**config.mk**
```make
export PLATFORM = sky130hd
export DESIGN_NAME = lz77_greedy_compressor_unit
export DESIGN_NICKNAME = d
export VERILOG_FILES = /design/src/rtl/core/lz77c_pkg.sv /design/src/rtl/core/lz77c_datapath.sv /design/src/rtl/core/lz77c_ctrl.sv /design/src/rtl/core/lz77_greedy_compressor_unit.sv
export SDC_FILE = /design/constraint.sdc
export NUM_CORES = 2
export LEC_CHECK = 0
export ABC_AREA = 1
export BUFFER_PORTS_ARGS = -buffer_cell sky130_fd_sc_hd__buf_2
export CAP_MARGIN = 5
export CORE_ASPECT_RATIO = 0.7
export CORE_MARGIN = 1.5
export CORE_UTILIZATION = 30
export CTS_CLUSTER_SIZE = 40
export DETAILED_ROUTE_END_ITERATION = 10
export PLACE_DENSITY = 0.54
export SLEW_MARGIN = 10
export SYNTH_ARGS = -nofsm -noshare
export SYNTH_HDL_FRONTEND = slang
export SYNTH_HIERARCHICAL = 1
export SYNTH_SLANG_ARGS = --single-unit
```
**constraint.sdc**
```tcl
create_clock -name clk -period 30.6 [get_ports clk]
set_clock_uncertainty 0.1 [all_clocks]
set_input_delay 3.06 -clock clk [delete_from_list [all_inputs] [get_ports clk]]
set_output_delay 3.06 -clock clk [all_outputs]
set_load 0.005 [all_outputs]
```
**src/rtl/core/lz77c_pkg.sv**
```systemverilog
// Shared constants, payload types and controller/datapath interface types for the LZ77 encoder.
package lz77c_pkg;

  localparam int HIST_DEPTH = 64;
  localparam int MAX_MATCH  = 16;

  localparam int HCNT_W = $clog2(HIST_DEPTH + 1);
  localparam int LCNT_W = $clog2(MAX_MATCH + 1);
  localparam int LIDX_W = $clog2(MAX_MATCH);
  localparam int HIDX_W = $clog2(HIST_DEPTH);

  localparam int WIN_W  = 7;
  localparam int MINM_W = 5;
  localparam int OFF_W  = 7;
  localparam int LEN_W  = 5;

  localparam int PADDR_W = 3;
  localparam int PDATA_W = 32;

  localparam logic [0:0] REG_WINDOW_SIZE = 1'b0;
  localparam logic [0:0] REG_MIN_MATCH   = 1'b1;

  localparam logic [WIN_W-1:0]  WINDOW_SIZE_RST = 7'd64;
  localparam logic [MINM_W-1:0] MIN_MATCH_RST   = 5'd3;

  typedef struct packed {
    logic [7:0] data_byte;
    logic       last;
  } item_t;

  typedef struct packed {
    logic             is_match;
    logic [7:0]       literal;
    logic [OFF_W-1:0] offset;
    logic [LEN_W-1:0] length;
    logic             end_of_message;
  } token_t;

  typedef struct packed {
    logic push;
    logic start;
    logic step;
    logic decide;
    logic consume;
    logic clear;
    logic flush;
  } dp_cmd_t;

  typedef struct packed {
    logic la_full;
    logic la_empty;
    logic search_done;
    logic consume_last;
  } dp_status_t;

endpackage

```
**src/rtl/core/lz77c_datapath.sv**
```systemverilog
// Datapath of the LZ77 encoder: lookahead, history shift line, compare cells and token register.
module lz77c_datapath (
  input  logic                            clk,
  input  logic                            rst,
  input  lz77c_pkg::dp_cmd_t              cmd,
  input  lz77c_pkg::item_t                item,
  input  logic [lz77c_pkg::WIN_W-1:0]     window_size,
  input  logic [lz77c_pkg::MINM_W-1:0]    min_match,
  output lz77c_pkg::dp_status_t           status,
  output lz77c_pkg::token_t               token
);
  import lz77c_pkg::*;

  logic [7:0]            la [MAX_MATCH];
  logic [LCNT_W-1:0]     la_cnt;
  logic [7:0]            hist [HIST_DEPTH];
  logic [HCNT_W-1:0]     hist_cnt;
  logic [7:0]            probe [HIST_DEPTH];
  logic [HIST_DEPTH-1:0] alive;
  logic [LCNT_W-1:0]     k;
  logic [LCNT_W-1:0]     mlen;
  logic [LCNT_W-1:0]     rem;

  logic [HIST_DEPTH-1:0] eq;
  logic [HIST_DEPTH-1:0] alive_next;
  logic [7:0]            la_k;
  logic [LCNT_W-1:0]     k_inc;
  logic [HCNT_W-1:0]     win_cap;
  logic [HCNT_W-1:0]     win;
  logic [HIDX_W-1:0]     best_idx;
  logic                  is_m;
  logic [LCNT_W-1:0]     used;

  assign la_k  = la[k[LIDX_W-1:0]];
  assign k_inc = k + LCNT_W'(1);

  always_comb begin
    for (int j = 0; j < HIST_DEPTH; j++) begin
      eq[j] = (probe[j] == la_k);
    end
    alive_next = alive & eq;
  end

  // Effective window: the register, capped by the store and by what is held.
  always_comb begin
    if (32'(window_size) > HIST_DEPTH) begin
      win_cap = HCNT_W'(HIST_DEPTH);
    end else begin
      win_cap = HCNT_W'(window_size);
    end
    win = (win_cap > hist_cnt) ? hist_cnt : win_cap;
  end

  // The largest surviving offset wins a tie.
  always_comb begin
    best_idx = '0;
    for (int j = 0; j < HIST_DEPTH; j++) begin
      if (alive[j]) best_idx = HIDX_W'(j);
    end
  end

  assign is_m = (32'(mlen) > 32'(min_match));
  assign used = is_m ? mlen : LCNT_W'(1);

  assign status.la_full      = (la_cnt == LCNT_W'(MAX_MATCH));
  assign status.la_empty     = (la_cnt == '0);
  assign status.search_done  = (alive_next == '0) || (k_inc == la_cnt);
  assign status.consume_last = (rem == LCNT_W'(1));

  always_ff @(posedge clk) begin
    if (rst) begin
      la_cnt   <= '0;
      hist_cnt <= '0;
    end else begin
      if (cmd.push) begin
        la_cnt <= la_cnt + LCNT_W'(1);
      end else if (cmd.consume) begin
        la_cnt <= la_cnt - LCNT_W'(1);
        if (32'(hist_cnt) < HIST_DEPTH) hist_cnt <= hist_cnt + HCNT_W'(1);
      end else if (cmd.clear) begin
        la_cnt   <= '0;
        hist_cnt <= '0;
      end
    end
  end

  always_ff @(posedge clk) begin
    if (cmd.push) begin
      la[la_cnt[LIDX_W-1:0]] <= item.data_byte;
    end
    if (cmd.consume) begin
      for (int i = 0; i < MAX_MATCH - 1; i++) la[i] <= la[i+1];
      hist[0] <= la[0];
      for (int j = 1; j < HIST_DEPTH; j++) hist[j] <= hist[j-1];
      rem <= rem - LCNT_W'(1);
    end
    if (cmd.start) begin
      for (int j = 0; j < HIST_DEPTH; j++) begin
        probe[j] <= hist[j];
        alive[j] <= (HCNT_W'(j + 1) <= win);
      end
      k    <= '0;
      mlen <= '0;
    end
    if (cmd.step) begin
      probe[0] <= la_k;
      for (int j = 1; j < HIST_DEPTH; j++) probe[j] <= probe[j-1];
      if (alive_next != '0) begin
        alive <= alive_next;
        mlen  <= k_inc;
      end
      k <= k_inc;
    end
    if (cmd.decide) begin
      rem                  <= used;
      token.is_match       <= is_m;
      token.literal        <= is_m ? 8'd0 : la[0];
      token.offset         <= is_m ? OFF_W'(best_idx) + OFF_W'(1) : '0;
      token.length         <= is_m ? LEN_W'(mlen) : '0;
      token.end_of_message <= cmd.flush && (used == la_cnt);
    end
  end

endmodule

```
**src/rtl/core/lz77c_ctrl.sv**
```systemverilog
// Controller of the LZ77 encoder: sequences push, search, decision and consume steps.
module lz77c_ctrl (
  input  logic                   clk,
  input  logic                   rst,
  input  logic                   item_valid,
  output logic                   item_ready,
  input  logic                   item_last,
  output logic                   token_valid,
  input  logic                   token_ready,
  input  lz77c_pkg::dp_status_t  status,
  output lz77c_pkg::dp_cmd_t     cmd
);
  import lz77c_pkg::*;

  localparam logic [2:0] ST_IDLE    = 3'd0;
  localparam logic [2:0] ST_CHECK   = 3'd1;
  localparam logic [2:0] ST_SEARCH  = 3'd2;
  localparam logic [2:0] ST_DECIDE  = 3'd3;
  localparam logic [2:0] ST_CONSUME = 3'd4;

  logic [2:0] state;
  logic [2:0] state_next;
  logic       flush;
  logic       slot_free;

  assign item_ready = (state == ST_IDLE);
  assign slot_free  = !token_valid || token_ready;

  always_comb begin
    state_next  = state;
    cmd         = '0;
    cmd.flush   = flush;
    case (state)
      ST_IDLE: begin
        if (item_valid) begin
          cmd.push   = 1'b1;
          state_next = ST_CHECK;
        end
      end
      ST_CHECK: begin
        if (flush) begin
          if (status.la_empty) begin
            cmd.clear  = 1'b1;
            state_next = ST_IDLE;
          end else begin
            cmd.start  = 1'b1;
            state_next = ST_SEARCH;
          end
        end else if (status.la_full) begin
          cmd.start  = 1'b1;
          state_next = ST_SEARCH;
        end else begin
          state_next = ST_IDLE;
        end
      end
      ST_SEARCH: begin
        cmd.step = 1'b1;
        if (status.search_done) state_next = ST_DECIDE;
      end
      ST_DECIDE: begin
        if (slot_free) begin
          cmd.decide = 1'b1;
          state_next = ST_CONSUME;
        end
      end
      ST_CONSUME: begin
        cmd.consume = 1'b1;
        if (status.consume_last) state_next = ST_CHECK;
      end
      default: state_next = ST_IDLE;
    endcase
  end

  always_ff @(posedge clk) begin
    if (rst) begin
      state       <= ST_IDLE;
      flush       <= 1'b0;
      token_valid <= 1'b0;
    end else begin
      state <= state_next;
      if (state == ST_IDLE && item_valid) flush <= item_last;
      if (cmd.decide) begin
        token_valid <= 1'b1;
      end else if (token_ready) begin
        token_valid <= 1'b0;
      end
    end
  end

endmodule

```
**src/rtl/core/lz77_greedy_compressor_unit.sv**
```systemverilog
// Top level of the greedy LZ77 encoder: configuration registers, controller and datapath.
//
// The block takes message bytes one per transfer and emits LZ77 tokens, a literal or an
// offset/length pair, greedily choosing the longest match (oldest start on a tie) found in
// a window of up to 64 earlier bytes, possibly running into the 16-byte lookahead. A byte
// that produces no token passes the transfer and the check state. When the lookahead fills,
// one token is produced; on a byte marked last, tokens follow one after another until the
// lookahead is empty. Each token passes a check state, a search over the lookahead bytes
// until the match stops or the lookahead ends, a decision that waits while the previous
// token is still held in the output register, and a consume step for each byte it uses.
// The search runs one lookahead byte per cycle across 64 parallel compare cells, and the
// consume step moves one byte per cycle from lookahead into the history shift line;
// together these set the rate. A new byte is taken only when the previous one has been
// fully processed, while a finished token may still wait in the output register. The last
// byte of a message flushes every remaining token, the final one flagged end_of_message,
// and clears the history for the next message.
// Registers: window_size at byte address 0 (reset 64), min_match at address 4 (reset 3).
// They should be written only while the block is idle.
module lz77_greedy_compressor_unit (
  input  logic                          clk,
  input  logic                          rst,
  input  logic                          item_valid,
  output logic                          item_ready,
  input  lz77c_pkg::item_t              item,
  output logic                          token_valid,
  input  logic                          token_ready,
  output lz77c_pkg::token_t             token,
  input  logic                          psel,
  input  logic                          penable,
  input  logic                          pwrite,
  input  logic [lz77c_pkg::PADDR_W-1:0] paddr,
  input  logic [lz77c_pkg::PDATA_W-1:0] pwdata,
  output logic [lz77c_pkg::PDATA_W-1:0] prdata,
  output logic                          pready
);
  import lz77c_pkg::*;

  logic [WIN_W-1:0]  window_size;
  logic [MINM_W-1:0] min_match;
  dp_cmd_t           cmd;
  dp_status_t        status;

  assign pready = 1'b1;

  // A write lands on the access cycle; the register is picked by the word address.
  always_ff @(posedge clk) begin
    if (rst) begin
      window_size <= WINDOW_SIZE_RST;
      min_match   <= MIN_MATCH_RST;
    end else if (psel && penable && pwrite) begin
      case (paddr[2])
        REG_WINDOW_SIZE: window_size <= pwdata[WIN_W-1:0];
        REG_MIN_MATCH:   min_match   <= pwdata[MINM_W-1:0];
        default: ;
      endcase
    end
  end

  always_comb begin
    case (paddr[2])
      REG_WINDOW_SIZE: prdata = PDATA_W'(window_size);
      REG_MIN_MATCH:   prdata = PDATA_W'(min_match);
      default:         prdata = '0;
    endcase
  end

  lz77c_ctrl u_ctrl (
    .clk         (clk),
    .rst         (rst),
    .item_valid  (item_valid),
    .item_ready  (item_ready),
    .item_last   (item.last),
    .token_valid (token_valid),
    .token_ready (token_ready),
    .status      (status),
    .cmd         (cmd)
  );

  lz77c_datapath u_dp (
    .clk         (clk),
    .rst         (rst),
    .cmd         (cmd),
    .item        (item),
    .window_size (window_size),
    .min_match   (min_match),
    .status      (status),
    .token       (token)
  );

endmodule

```
==> flow_metrics.py <==
metrics = {
    "clocking": {
        "path_clk_slew_ns": 0.07,
        "clock-root-buffer": "clkbuf_16",
        "cts_tree": "built",
        "cts_resized": 0,
        "ctsHoldBuffers": 0,
        "clkLatencyLatePin_ns": 0.78,
        "htreeDepth": 3,
        "cts_made_buffers": 121,
        "cts_setup_buffers": 0,
        "cts_buffer_depth": 3,
        "cts.sinks": 1286,
    },
    "sta": {
        "whs_ns": 0.306,
        "relSlewSlack_pct": 1.47,
        "fin_setup_tns_ns": 0,
        "drv_slew": 0,
        "fmax_ghz": 0.121,
        "period_share_pct": 27.1,
        "rsz0062_at_grt": "false",
        "final-setup-viol-count": 0,
        "fin_crit_ns": 8.29,
        "fin_ws_ns": 22.31,
        "tightestPinTransition_ns": 1.47,
        "hold_viol": 0,
    },
    "yosys": {
        "synth_ff_type": "edfxtp_1",
        "ys_warn_count": 6,
        "synth_common_cells": "edfxtp_1 (1184), nand2_1 (1109), inv_1 (349), o21ai_0 (303), xor2_1 (254)",
        "synth_async_sr_flop_share_pct": 0,
        "synthMostInstantiatedCell": "edfxtp_1",
        "synth_top_area_share_pct": 62.4,
        "avgSynthCellArea_um2": 11.7,
        "seq_area_frac_synth_pct": 66.0,
        "ys_types": 53,
        "synth_edf_count": 1184,
        "synthCells": 4871,
        "yosys.area.top_type": "edfxtp_1",
        "yosys_register_bits": 1286,
        "netlist_top_cells_area": "edfxtp_1 (62%), nand2_1 (7.3%), mux2_2 (4.4%)",
        "syn-cell-area_um2": 56900,
    },
    "floorplan": {
        "die_h_um": 367,
        "die_w_um": 524,
        "start_util_pct": 30.3,
        "coreArea_um2": 188000,
        "die_area_um2": 192000,
        "row_count": 133,
        "boundaryPins": 108,
    },
    "grt": {
        "antenna_found_initial": 6,
        "grt_max_degree": 164,
        "grt_pass1_wl_um": 222000,
        "overflow": 0,
        "grt_usage_pct": 15.1,
        "grt_pass1_vias": 34500,
    },
    "routing": {
        "drc": 0,
        "routed_wl_um": 148000,
        "ant_nets": 0,
        "dr.pass1.iters": 6,
        "drtIter0Drc": 3897,
        "vias": 36600,
        "via_per_inst": 4.90,
        "wl_per_cell_um": 19.8,
    },
    "worst_setup_path": {
        "slowest_stage": "nor4_1",
        "cp_top_family": "buffers and inverters",
        "path_buf_inv": 8,
        "cp_common_cell": "buf_4",
        "cp-end-kind": "flop",
        "start_kind": "flop",
        "criticalPathCategory": "flop to flop",
        "cp.required_ns": 31.17,
        "path_cells": "buf_4, o21ai_0, a21oi_1, o221ai_1, nand2_2, buf_4, clkinv_2, buf_4, buf_4, a221oi_1, nand3_1, nor4_1, nor4_1, nand4_1, or4_1, nand2_2, inv_2, buf_4, nand2_1, o21ai_0, inv_1",
        "crit_path_max_fanout": 95,
        "cpPeakStageDelay_ns": 1.02,
        "critPathArrivalTime_ns": 8.87,
    },
    "placed_design": {
        "detailedPlace.worstSlack_ns": 22.51,
        "gp_congestion": 0.899,
        "hpwl_um": 94800,
        "io_buffers": 54,
    },
    "hold_path": {
        "hold_path.startpoint": "u_dp/hist[1][22]",
        "hold_path_class": "flop to flop",
    },
    "power": {
        "power_leakage_nw": 22.9,
        "powerDensity_nw_per_um2": 102,
        "ir_drop_uv": 64.3,
    },
    "run_status": {
        "status": "finished, violations left",
        "violations": "max-capacitance violations",
    },
    "layout": {
        "final_util_pct": 33.8,
        "finish.net_count": 4943,
        "drive_gt1_share_pct": 11.8,
        "area_delta_synth_final_pct": 11.8,
    },
    "job": {
        "cap_violations": 1,
    },
}
==> worst reg2reg max path: stages, from the launching register on <==
cell and delay, ns:
dfxtp_4 0.56, buf_4 0.79, o21ai_0 0.17, a21oi_1 0.16, o221ai_1 0.20, nand2_2 0.12
buf_4 0.62, clkinv_2 0.90, buf_4 0.59, buf_4 0.35, a221oi_1 0.34, nand3_1 0.14
nor4_1 1.02, nor4_1 0.26, nand4_1 0.25, or4_1 0.30, nand2_2 0.09, inv_2 0.41
buf_4 0.56, nand2_1 0.11, o21ai_0 0.10, inv_1 0.05
==> sequential cells by signal, indices dropped and copies added (netlist names), named ones only <==
| name | count |
|---|---|
| u_ctrl/token_valid | 1 |
| u_dp/la_cnt | 5 |
| u_dp/token | 22 |
| u_ctrl/flush | 1 |
| u_dp/mlen | 5 |
| window_size | 7 |
| u_dp/hist_cnt | 7 |
| u_dp/alive | 64 |
| u_dp/la | 128 |
| min_match | 5 |
| u_dp/rem | 5 |
| u_dp/k | 5 |
| u_ctrl/state | 3 |
| u_dp/hist | 512 |
| u_dp/probe | 512 |
==> report_power, final <==
group	total, mW	internal, mW	switching, mW	leakage [nW]
combinational	2.40	0.691	1.71	9.43
sequential	2.63	2.39	0.241	11.6
clock	1.50	0.816	0.680	1.89
==> path summary, 6_finish.rpt <==
kind | endpoint | slack, ns | cells past startpoint
min | u_dp/hist[1][30] | 0.31 | 0
max reg2reg | u_dp/alive[32] | 22.31 | 21
max | u_dp/alive[32] | 22.31 | 21
min reg2reg | u_dp/hist[1][30] | 0.31 | 0
==> layout make-up <==
class	count	area, um^2
timing repair buffer	128	838
multi-input combinational	2955	16800
fill	18600	125000
antenna	2	5.00
inverter	378	1450
clock inverter	68	637
sequential	1286	37600
tap	2497	3120
clock buffer	159	3240
==> metal layers <==
layer	GRT usage (%)	vias to the layer above	share of wire (%)
li1	-	17200	-
met1	24.2	18000	51
met2	20.2	1237	40
met3	3.25	196	7.9
met4	3.43	0	2.0
met5	0	-	0
==> metrics by stage <==
stage | std cells | total power, mW | area, um^2
detailed placement | 7244 | 5.04 | 59800
finish | 7473 | 6.52 | 63700
global placement | 7244 | 5.03 | 59800
floorplan | 4895 | 4.29 | 57000
CTS | 7471 | 6.56 | 63700
global route | 7472 | 6.89 | 63700
==> cells by family after synthesis <==
kind of cell / share of synthesized area [%]
buffers and inverters: 4.82
other: 0.0132
AOI/OAI and AO/OA: 8.45
muxes: 4.41
xor gates and xnor gates: 4.43
adders and majority gates: 0.483
DFF: 66.0
and+or+nand+nor: 11.4
==> layout by cell type, fill, tap and decap left out, types with 42 or more instances in the layout <==
cell	count
a211oi_1	50
a21oi_1	163
a221oi_1	42
buf_2	54
buf_4	73
clkbuf_16	122
dfxtp_1	100
edfxtp_1	1184
inv_1	344
mux2_2	222
nand2_1	1103
nand3_1	131
nor2_1	183
nor4_1	65
o21ai_0	292
o21ai_1	86
o22ai_1	81
xor2_1	254
No activity file was read; power rests on OpenSTA's default activity.
